===== config.mk =====
export PLATFORM = sky130hd
export DESIGN_NAME = round_robin_task_table_unit
export DESIGN_NICKNAME = d
export VERILOG_FILES = /design/src/rtl/rrtt_pkg.sv /design/src/rtl/round_robin_task_table_unit.sv /design/src/rtl/rrtt_dp.sv /design/src/rtl/rrtt_ctrl.sv
export VERILOG_INCLUDE_DIRS = /design/src /design/src/rtl
export SDC_FILE = /design/constraint.sdc
export NUM_CORES = 1
export LEC_CHECK = 0
export BUFFER_PORTS_ARGS = -buffer_cell sky130_fd_sc_hd__buf_2
export CAP_MARGIN = 25
export CORE_UTILIZATION = 58
export DETAILED_ROUTE_END_ITERATION = 12
export PLACE_DENSITY = 0.78
export SETUP_SLACK_MARGIN = 0.1
export SYNTH_ARGS = -nofsm -noshare
export SYNTH_HDL_FRONTEND = slang
export SYNTH_HIERARCHICAL = 1
export SYNTH_SLANG_ARGS = --single-unit

===== constraint.sdc =====
create_clock -name clock -period 3.5 [get_ports clock]
set_input_delay 0 -clock clock [delete_from_list [all_inputs] [get_ports clock]]
set_output_delay 0 -clock clock [all_outputs]
set_load 0.01 [all_outputs]

===== src/rtl/round_robin_task_table_unit_defines.svh =====
// ----------------------------------------------------------------------------
// Round-robin task table: assertion macros
// Concurrent assertion wrappers; empty when SYNTH is defined.
// ----------------------------------------------------------------------------
`ifndef ROUND_ROBIN_TASK_TABLE_UNIT_DEFINES_SVH
`define ROUND_ROBIN_TASK_TABLE_UNIT_DEFINES_SVH

`ifndef SYNTH

// same-cycle implication
`define RRTT_ASSERT_IMP(name, clk, rst, ante, cons) \
   name: assert property (@(posedge clk) disable iff (rst) (ante) |-> (cons)) \
      else $error("rrtt: assertion failed");

// next-cycle implication
`define RRTT_ASSERT_NXT(name, clk, rst, ante, cons) \
   name: assert property (@(posedge clk) disable iff (rst) (ante) |=> (cons)) \
      else $error("rrtt: assertion failed");

`else

`define RRTT_ASSERT_IMP(name, clk, rst, ante, cons)
`define RRTT_ASSERT_NXT(name, clk, rst, ante, cons)

`endif

`endif


===== src/rtl/rrtt_pkg.sv =====
// ----------------------------------------------------------------------------
// Round-robin task table: package
// Sizes, request and status codes, transaction structs and the
// find-first helper used by the datapath.
// ----------------------------------------------------------------------------
package rrtt_pkg;

   localparam int SLOTS     = 16;
   localparam int SLOT_BITS = $clog2(SLOTS);
   localparam int ID_BITS   = 16;

   // request codes
   localparam logic [2:0] REQ_SPAWN = 3'd0;
   localparam logic [2:0] REQ_KILL  = 3'd1;
   localparam logic [2:0] REQ_TICK  = 3'd2;
   localparam logic [2:0] REQ_YIELD = 3'd3;
   localparam logic [2:0] REQ_EXIT  = 3'd4;

   // response status codes
   localparam logic [2:0] STAT_OK        = 3'd0;
   localparam logic [2:0] STAT_FULL      = 3'd1;
   localparam logic [2:0] STAT_NOT_FOUND = 3'd2;
   localparam logic [2:0] STAT_NO_READY  = 3'd3;
   localparam logic [2:0] STAT_NO_RUN    = 3'd4;

   // per-slot task state
   typedef enum logic [1:0] {
      SLOT_FREE  = 2'd0,
      SLOT_READY = 2'd1,
      SLOT_RUN   = 2'd2
   } slot_state_type;

   typedef struct packed {
      logic [2:0]         req_type;
      logic [ID_BITS-1:0] target_id;
   } req_item_type;

   typedef struct packed {
      logic [2:0]           status;
      logic [ID_BITS-1:0]   result_id;
      logic [SLOT_BITS-1:0] result_slot;
      logic                 running_valid;
      logic [SLOT_BITS-1:0] running_slot;
   } rsp_item_type;

   // controller to datapath commands
   typedef struct packed {
      logic capture;   // latch the incoming transaction
      logic exec;      // apply it to the table and load the response
   } rrtt_cmd_type;

   // lowest set bit: {found, index}
   function automatic logic [SLOT_BITS:0] first_set(input logic [SLOTS-1:0] vec);
      logic [SLOT_BITS:0] res;
      res = '0;
      for (int i = SLOTS - 1; i >= 0; i--) begin
         if (vec[i]) begin
            res = {1'b1, SLOT_BITS'(i)};
         end
      end
      return res;
   endfunction

endpackage


===== src/rtl/round_robin_task_table_unit.sv =====
// A transaction is latched in the capture step; its response is registered in the execute step.
// The capture/execute sequencer takes no new transaction until the last one has executed;
//   a stalled response holds the execute step until the output register frees.
// The slot search, id match and write-back all happen in the execute cycle.
// Reset (synchronous, active high) frees all slots, sets the id counter to 1 and
//   clears the running pointer; no clearing pass.
// ----------------------------------------------------------------------------
// Round-robin task table unit
// Sixteen-slot task table with spawn, kill, round-robin dispatch, yield and
// exit requests; one response per request.
// ----------------------------------------------------------------------------
module round_robin_task_table_unit (
   input  logic                   clock,
   input  logic                   reset,
   input  logic                   req_valid,
   output logic                   req_stall,
   input  rrtt_pkg::req_item_type req_data,
   output logic                   rsp_valid,
   input  logic                   rsp_stall,
   output rrtt_pkg::rsp_item_type rsp_data
);

   rrtt_pkg::rrtt_cmd_type cmd;

   // sequencer
   rrtt_ctrl u_ctrl (
      .clock     (clock),
      .reset     (reset),
      .req_valid (req_valid),
      .req_stall (req_stall),
      .rsp_valid (rsp_valid),
      .rsp_stall (rsp_stall),
      .cmd       (cmd)
   );

   // table and response datapath
   rrtt_dp u_dp (
      .clock    (clock),
      .reset    (reset),
      .cmd      (cmd),
      .req_data (req_data),
      .rsp_data (rsp_data)
   );

endmodule


===== src/rtl/rrtt_dp.sv =====
// ----------------------------------------------------------------------------
// Round-robin task table: datapath
// Holds the slot table, id counter and running pointer; performs one
// request per exec command and registers the response.
// ----------------------------------------------------------------------------
module rrtt_dp (
   input  logic                  clock,
   input  logic                  reset,
   input  rrtt_pkg::rrtt_cmd_type cmd,
   input  rrtt_pkg::req_item_type req_data,
   output rrtt_pkg::rsp_item_type rsp_data
);

   rrtt_pkg::req_item_type   req_ff;
   logic [rrtt_pkg::ID_BITS-1:0]   slot_id_ff     [rrtt_pkg::SLOTS];
   rrtt_pkg::slot_state_type       slot_status_ff [rrtt_pkg::SLOTS];
   logic [rrtt_pkg::ID_BITS-1:0]   id_counter_ff;
   logic                           run_valid_ff;
   logic [rrtt_pkg::SLOT_BITS-1:0] run_index_ff;
   rrtt_pkg::rsp_item_type         rsp_ff;

   rrtt_pkg::slot_state_type       slot_status_in [rrtt_pkg::SLOTS];
   logic [rrtt_pkg::ID_BITS-1:0]   id_counter_in;
   logic                           run_valid_in;
   logic [rrtt_pkg::SLOT_BITS-1:0] run_index_in;
   rrtt_pkg::rsp_item_type         rsp_in;
   logic                           id_write;

   logic [rrtt_pkg::SLOTS-1:0]     free_vec;
   logic [rrtt_pkg::SLOTS-1:0]     ready_vec;
   logic [rrtt_pkg::SLOTS-1:0]     upper_vec;
   logic [rrtt_pkg::SLOTS-1:0]     match_vec;
   logic [rrtt_pkg::SLOT_BITS:0]   free_hit;
   logic [rrtt_pkg::SLOT_BITS:0]   match_hit;
   logic [rrtt_pkg::SLOT_BITS:0]   upper_hit;
   logic [rrtt_pkg::SLOT_BITS:0]   ready_hit;
   logic [rrtt_pkg::SLOT_BITS:0]   tick_hit;
   logic [rrtt_pkg::SLOT_BITS-1:0] free_idx;
   logic [rrtt_pkg::SLOT_BITS-1:0] match_idx;
   logic [rrtt_pkg::SLOT_BITS-1:0] tick_idx;
   logic                           task_running;

   // per-slot flags for the searches
   always_comb begin
      for (int i = 0; i < rrtt_pkg::SLOTS; i++) begin
         free_vec[i]  = (slot_status_ff[i] == rrtt_pkg::SLOT_FREE);
         ready_vec[i] = (slot_status_ff[i] == rrtt_pkg::SLOT_READY);
         match_vec[i] = (slot_status_ff[i] != rrtt_pkg::SLOT_FREE) &&
                        (slot_id_ff[i] == req_ff.target_id);
         upper_vec[i] = ready_vec[i] && run_valid_ff &&
                        (rrtt_pkg::SLOT_BITS'(i) > run_index_ff);
      end
   end

   // find-first searches; round robin tries the slots above the pointer first
   assign free_hit  = rrtt_pkg::first_set(free_vec);
   assign match_hit = rrtt_pkg::first_set(match_vec);
   assign upper_hit = rrtt_pkg::first_set(upper_vec);
   assign ready_hit = rrtt_pkg::first_set(ready_vec);
   assign tick_hit  = upper_hit[rrtt_pkg::SLOT_BITS] ? upper_hit : ready_hit;

   assign free_idx  = free_hit[rrtt_pkg::SLOT_BITS-1:0];
   assign match_idx = match_hit[rrtt_pkg::SLOT_BITS-1:0];
   assign tick_idx  = tick_hit[rrtt_pkg::SLOT_BITS-1:0];

   assign task_running = run_valid_ff && (slot_status_ff[run_index_ff] == rrtt_pkg::SLOT_RUN);

   // next table state and response
   always_comb begin
      for (int i = 0; i < rrtt_pkg::SLOTS; i++) begin
         slot_status_in[i] = slot_status_ff[i];
      end
      id_counter_in = id_counter_ff;
      run_valid_in  = run_valid_ff;
      run_index_in  = run_index_ff;
      id_write      = 1'b0;
      rsp_in        = '0;

      case (req_ff.req_type)
         rrtt_pkg::REQ_SPAWN: begin
            if (free_hit[rrtt_pkg::SLOT_BITS]) begin
               id_write                 = 1'b1;
               slot_status_in[free_idx] = rrtt_pkg::SLOT_READY;
               rsp_in.result_id         = id_counter_ff;
               rsp_in.result_slot       = free_idx;
               id_counter_in = (id_counter_ff == '1) ? rrtt_pkg::ID_BITS'(1)
                                                     : id_counter_ff + 1'b1;
            end else begin
               rsp_in.status = rrtt_pkg::STAT_FULL;
            end
         end
         rrtt_pkg::REQ_KILL: begin
            if (match_hit[rrtt_pkg::SLOT_BITS]) begin
               slot_status_in[match_idx] = rrtt_pkg::SLOT_FREE;
               rsp_in.result_slot        = match_idx;
            end else begin
               rsp_in.status = rrtt_pkg::STAT_NOT_FOUND;
            end
         end
         rrtt_pkg::REQ_TICK: begin
            if (tick_hit[rrtt_pkg::SLOT_BITS]) begin
               if (task_running) begin
                  slot_status_in[run_index_ff] = rrtt_pkg::SLOT_READY;
               end
               slot_status_in[tick_idx] = rrtt_pkg::SLOT_RUN;
               run_valid_in             = 1'b1;
               run_index_in             = tick_idx;
               rsp_in.result_id         = slot_id_ff[tick_idx];
               rsp_in.result_slot       = tick_idx;
            end else begin
               rsp_in.status = rrtt_pkg::STAT_NO_READY;
            end
         end
         rrtt_pkg::REQ_YIELD: begin
            if (task_running) begin
               slot_status_in[run_index_ff] = rrtt_pkg::SLOT_READY;
               rsp_in.result_slot           = run_index_ff;
            end else begin
               rsp_in.status = rrtt_pkg::STAT_NO_RUN;
            end
         end
         rrtt_pkg::REQ_EXIT: begin
            if (task_running) begin
               slot_status_in[run_index_ff] = rrtt_pkg::SLOT_FREE;
               rsp_in.result_slot           = run_index_ff;
               run_valid_in                 = 1'b0;
            end else begin
               rsp_in.status = rrtt_pkg::STAT_NO_RUN;
            end
         end
         default: begin
            // unused codes leave everything alone
         end
      endcase

      // running view after this step
      rsp_in.running_valid = run_valid_in &&
                             (slot_status_in[run_index_in] == rrtt_pkg::SLOT_RUN);
      rsp_in.running_slot  = rsp_in.running_valid ? run_index_in : '0;
   end

   // control state of the table
   always_ff @(posedge clock) begin
      if (reset) begin
         for (int i = 0; i < rrtt_pkg::SLOTS; i++) begin
            slot_status_ff[i] <= rrtt_pkg::SLOT_FREE;
         end
         id_counter_ff <= rrtt_pkg::ID_BITS'(1);
         run_valid_ff  <= 1'b0;
         run_index_ff  <= '0;
      end else if (cmd.exec) begin
         for (int i = 0; i < rrtt_pkg::SLOTS; i++) begin
            slot_status_ff[i] <= slot_status_in[i];
         end
         id_counter_ff <= id_counter_in;
         run_valid_ff  <= run_valid_in;
         run_index_ff  <= run_index_in;
      end
   end

   // payload: request latch, task ids, response register
   always_ff @(posedge clock) begin
      if (cmd.capture) begin
         req_ff <= req_data;
      end
      if (cmd.exec && id_write) begin
         slot_id_ff[free_idx] <= id_counter_ff;
      end
      if (cmd.exec) begin
         rsp_ff <= rsp_in;
      end
   end

   assign rsp_data = rsp_ff;

endmodule


===== src/rtl/rrtt_ctrl.sv =====
// ----------------------------------------------------------------------------
// Round-robin task table: controller
// Two-state sequencer (capture, execute) plus the response valid flag.
// ----------------------------------------------------------------------------
`include "round_robin_task_table_unit_defines.svh"

module rrtt_ctrl (
   input  logic                   clock,
   input  logic                   reset,
   input  logic                   req_valid,
   output logic                   req_stall,
   output logic                   rsp_valid,
   input  logic                   rsp_stall,
   output rrtt_pkg::rrtt_cmd_type cmd
);

   typedef enum logic {
      ST_IDLE,
      ST_EXEC
   } state_type;

   state_type state_ff;
   state_type state_in;
   logic      rsp_valid_ff;
   logic      rsp_valid_in;
   logic      out_busy;

   // response register still holds an untaken transaction
   assign out_busy = rsp_valid_ff && rsp_stall;

   // commands and next state
   always_comb begin
      cmd          = '0;
      state_in     = state_ff;
      rsp_valid_in = out_busy;
      unique case (state_ff)
         ST_IDLE: begin
            if (req_valid) begin
               cmd.capture = 1'b1;
               state_in    = ST_EXEC;
            end
         end
         ST_EXEC: begin
            if (!out_busy) begin
               cmd.exec     = 1'b1;
               rsp_valid_in = 1'b1;
               state_in     = ST_IDLE;
            end
         end
         default: begin
            state_in = ST_IDLE;
         end
      endcase
   end

   always_ff @(posedge clock) begin
      if (reset) begin
         state_ff     <= ST_IDLE;
         rsp_valid_ff <= 1'b0;
      end else begin
         state_ff     <= state_in;
         rsp_valid_ff <= rsp_valid_in;
      end
   end

   assign req_stall = (state_ff != ST_IDLE);
   assign rsp_valid = rsp_valid_ff;

   // an accepted transaction always blocks the next cycle
   `RRTT_ASSERT_NXT(a_accept_then_busy, clock, reset, req_valid && !req_stall, req_stall)
   // never overwrite a response that is still waiting
   `RRTT_ASSERT_IMP(a_exec_out_free, clock, reset, cmd.exec, !(rsp_valid_ff && rsp_stall))
   // a new response only comes from an execute step
   `RRTT_ASSERT_IMP(a_rsp_from_exec, clock, reset, $rose(rsp_valid_ff), $past(cmd.exec))

endmodule

==> flow_summary.toml, run 1 <==
[status]
outcome = "aborted with a tool error"
stop_stage = "global routing (5_1_grt)"
firstError = "[ERROR GRT-0232] Routing congestion too high. Check the congestion heatmap in the GUI."

[placement]
port_buffers = 52
dpl.cell_count = 3316
dp_slack_ps = -1130
post-dp-hpwl_um = 73500
gp_congestion = 1.14

[logic_synthesis]
yosysTopAreaCell = "edfxtp_1"
synth_nets = 2259
synth_top_area_share_pct = 46.2
synth_edf_count = 335
yosysSeqAreaShare_pct = 48.7
synth_flop_cell = "edfxtp_1"
syn_inst = 2235
synth_area_leaders = "edfxtp_1, xor2_1, nand2_1"
synth_seq_cells = 362
async_flop_share_pct = 0
netlist_area_um2 = 21800
ys_types = 98
avgSynthCellArea_um2 = 9.74
ys_warn_count = 6

[sta]
worstEpCategory = "register data pin"
worstEndpointGrtRepair = "u_dp/rsp_data[0]$_SDFFCE_PN0P_/D"

[floorplan]
ios = 53
die_y_um = 196
rows = 70
fp.dieW_um = 196
start_util_pct = 59.2

[cts]
cts_buffers = 40
clock-sinks = 362
cts_max_level = 2
clockBufferDepth = 3
cts_root_buf = "clkbuf_16"

[grt]
groute.usage.overall_pct = 89.8
grt_max_degree = 35
grt.overflow.total = 763
## per-stage QoR
stage	utilization (%)	cell area (um^2)	TNS [ps]	hold slack, ps
3_3_place_gp	75.1	27600	-17130	178
2_1_floorplan	-	21800	-567	62.4
3_5_place_dp	75.1	27600	-19960	179
4_1_cts	86.0	31700	-6840	34.0
## layer usage
layer	overflow	GRT usage [%]
met5	5	53.3
met4	264	95.3
met3	26	78.1
met2	451	102
met1	17	88.4
## timing repair
| action | in CTS |
|---|---|
| buffers inserted | 55 |
| resized for setup | 392 |
| endpoints found under the setup margin | 53 |
| endpoints found under the hold margin | 33 |
| hold buffers | 22 |
| pin swaps | 127 |
| gates cloned | 7 |
## cell usage after synthesis (11+ instances only)
cell / instances
or4_1: 13
nor3_1: 53
o21a_1: 12
nor3b_1: 13
buf_1: 17
nor4b_1: 18
nand2b_1: 22
xor2_1: 168
or2_2: 13
buf_2: 20
dfxtp_1: 27
o22ai_1: 12
a21oi_1: 76
inv_1: 11
a31oi_1: 13
a311o_1: 17
xnor2_1: 102
clkbuf_1: 71
nand3_1: 152
a211oi_1: 13
nand4_1: 54
buf_6: 14
nor2_1: 152
nor2b_1: 34
and2_1: 20
nand2_1: 365
edfxtp_1: 335
and3_1: 32
nor4_1: 64
o21ai_0: 110
## cell families after synthesis
logic type / synth area share, %
muxes: 0.299
xor gates and xnor gates: 10.9
AOI/OAI and AO/OA: 12.4
DFF: 48.7
and+or+nand+nor: 24.4
adders and majority gates: 0.0575
buffers and inverters: 3.33
==> inputs of run 2 (changes only) <==
--- a/config.mk
+++ b/config.mk
@@ -8,10 +8,9 @@
 export LEC_CHECK = 0
 export BUFFER_PORTS_ARGS = -buffer_cell sky130_fd_sc_hd__buf_2
 export CAP_MARGIN = 25
-export CORE_UTILIZATION = 58
+export CORE_UTILIZATION = 40
 export DETAILED_ROUTE_END_ITERATION = 12
-export PLACE_DENSITY = 0.78
-export SETUP_SLACK_MARGIN = 0.1
+export PLACE_DENSITY_LB_ADDON = 0.15
 export SYNTH_ARGS = -nofsm -noshare
 export SYNTH_HDL_FRONTEND = slang
 export SYNTH_HIERARCHICAL = 1
==> constraint.sdc (replaced) <==
create_clock -name clock -period 4.5 [get_ports clock]
set_input_delay 0 -clock clock [delete_from_list [all_inputs] [get_ports clock]]
set_output_delay 0 -clock clock [all_outputs]
set_load 0.01 [all_outputs]
==> flow_summary.toml, run 2 <==
[cells_and_area]
regMostFlops = "u_dp/slot_id_ff"
final_cell_mix = "nand2_1, edfxtp_1, buf_4, xor2_1, nand3_1"
num_antenna_cells = 0
drive_above_1_share_pct = 18.0
nNetsFinal = 2505
stdcell_count = 3212
area_delta_synth_final_pct = 21.1
largest_reg_flops = 256
layout_commonest_cell = "nand2_1"
finalInstanceArea_um2 = 26400

[placement]
gp_congestion = 1.02
port_buffers = 52
dpl.cell_count = 3106
post-dp-hpwl_um = 73700
placed_area_um2 = 24500

[grt]
grt.overflow.total = 0
grt_max_degree = 73
antenna_found_initial = 2
grt_first_pass_wirelength_um = 139000
grt_pass1_vias = 19100
groute.usage.overall_pct = 35.1

[detailed_routing]
viasPerCell = 6.22
vias = 20000
drc_errors = 1
firstDrtPassIters = 12
routedWlPerCell_um = 30.6
wirelength_um = 98300
ant_nets = 0
drtIter0Drc = 2606

[sta]
finalCritPeriodShare_pct = 98.0
fmax_mhz = 227
setup_viol = 0
maxSlewViolCount = 0
finalHoldViolCount = 0
worst_pin_slew_ps = 999
finalCriticalPeriod_ps = 4410
skew_ps = 28.1
slew_headroom_pct = 32.8
tns_ps = 0

[logic_synthesis]
synth_nets = 2259
synth_edf_count = 335
netlist_area_um2 = 21800
ys_warn_count = 6
yosysSeqAreaShare_pct = 48.7
synth.most_common_cell = "nand2_1"
synth_seq_cells = 362
synthTopCellsByCount = "nand2_1, edfxtp_1, xor2_1"
synth_area_leaders = "edfxtp_1, xor2_1, nand2_1"
async_flop_share_pct = 0
avgSynthCellArea_um2 = 9.74
synth_flop_cell = "edfxtp_1"
yosysTopAreaCell = "edfxtp_1"
syn_inst = 2235
synth_top_area_share_pct = 46.2
ys_types = 98

[floorplan]
die-area_um2 = 55300
die_y_um = 235
rows = 85
start_util_pct = 40.4
ios = 53
core_area_um2 = 53800
fp.dieW_um = 235

[cts]
clock-sinks = 362
cts_max_level = 2
cts_root_buf = "clkbuf_16"
clock_latency_ps = 610
path_clk_slew_ps = 60
cts_buffers = 44
clockBufferDepth = 3
cts_tree = "yes"

[power_and_ir_drop]
ir_worst_vdd_mv = 0.292
power.density_nw_per_um2 = 391
finalPower_uw = 10300
p_leak_uw = 0.00940

[critical_path]
crit_required_ps = 4820
cp-start-kind = "register"
critPathCaptureType = "register"
crit_arrival_ps = 4730
crit_type = "reg2reg"
path_max_fanout = 6

[flow_run]
cap_violations = 0

[worst_hold_path]
hold_path_class = "in2reg"

[status]
violations = "DRC"
outcome = "complete, but fails checks"
run 2: cell counts after synthesis:
Identical to the previous run, type by type.
run 2: worst paths after layout:
| path | from | to | slack (ps) | cells past startpoint |
|---|---|---|---|---|
| max reg2reg | u_dp/req_ff[8] | u_dp/rsp_data[1] | 90 | 14 |
| min reg2reg | u_ctrl/req_stall | u_ctrl/rsp_valid | 580 | 2 |
| max | u_dp/req_ff[8] | u_dp/rsp_data[1] | 90 | 14 |
| min | req_valid | u_dp/req_ff[18] | 80 | 3 |
run 2: layer usage:
| metal | track usage [%] | vias to the layer above | wire length, um |
|---|---|---|---|
| li1 | - | 8773 | - |
| met1 | 45.9 | 9844 | 39700 |
| met2 | 55.8 | 1128 | 44700 |
| met3 | 5.90 | 239 | 8370 |
| met4 | 18.4 | 0 | 5520 |
| met5 | 0 | - | 0 |
run 2: area by class of cell:
cell class	instances	area (um^2)
fillers	5080	27500
inverters	11	41.3
multi-input cells	1731	10600
clock buffers	53	1160
repair buffers	331	2740
clock inverters	28	324
well taps	696	871
flip-flops and latches	362	10600
run 2: cells by family after synthesis:
group / after synthesis / share of synthesized area, %
compound gates: 394 / 12.4
xor+xnor: 270 / 10.9
fa+ha+maj: 1 / 0.0575
buf+inv: 142 / 3.33
flops: 362 / 48.7
mux: 4 / 0.299
simple gates: 1062 / 24.4
run 2: power breakdown:
group | total, uW | switching [uW] | internal, uW
sequential | 3760 | 60.7 | 3700
combinational | 2840 | 1840 | 1000
clock | 3700 | 1590 | 2120
run 2: critical path: stages, from the launching register on:
cell and delay, ps:
edfxtp_1 390, buf_4 190, xor2_1 230, nor4_1 310, nand4_1 270, o2bb2ai_1 310, and3b_1 290, or4b_4 550
nand4b_1 220, a21o_1 200, a22o_1 250, a32o_1 240, o41ai_2 340, buf_4 230, nor4b_2 70
run 2: through the flow:
stage	util (%)	worst slack (ps)	hold slack (ps)
global route	49.0	-92.0	80.8
global placement	45.4	-127	179
detailed placement	45.5	-125	181
CTS	48.7	2.42	33.2
floorplan	-	594	62.4
finish	49.0	87.8	79.4
run 2: repair_timing:
action                                 4_1_cts  5_1_grt
endpoints found under the hold margin       28        0
hold buffers                                22        0
setup endpoints to repair                    3       10
buffers inserted                             0        2
resized for setup                            5       25
pin swaps                                    0        1
Note: power is estimated with default switching activity, not from simulation.
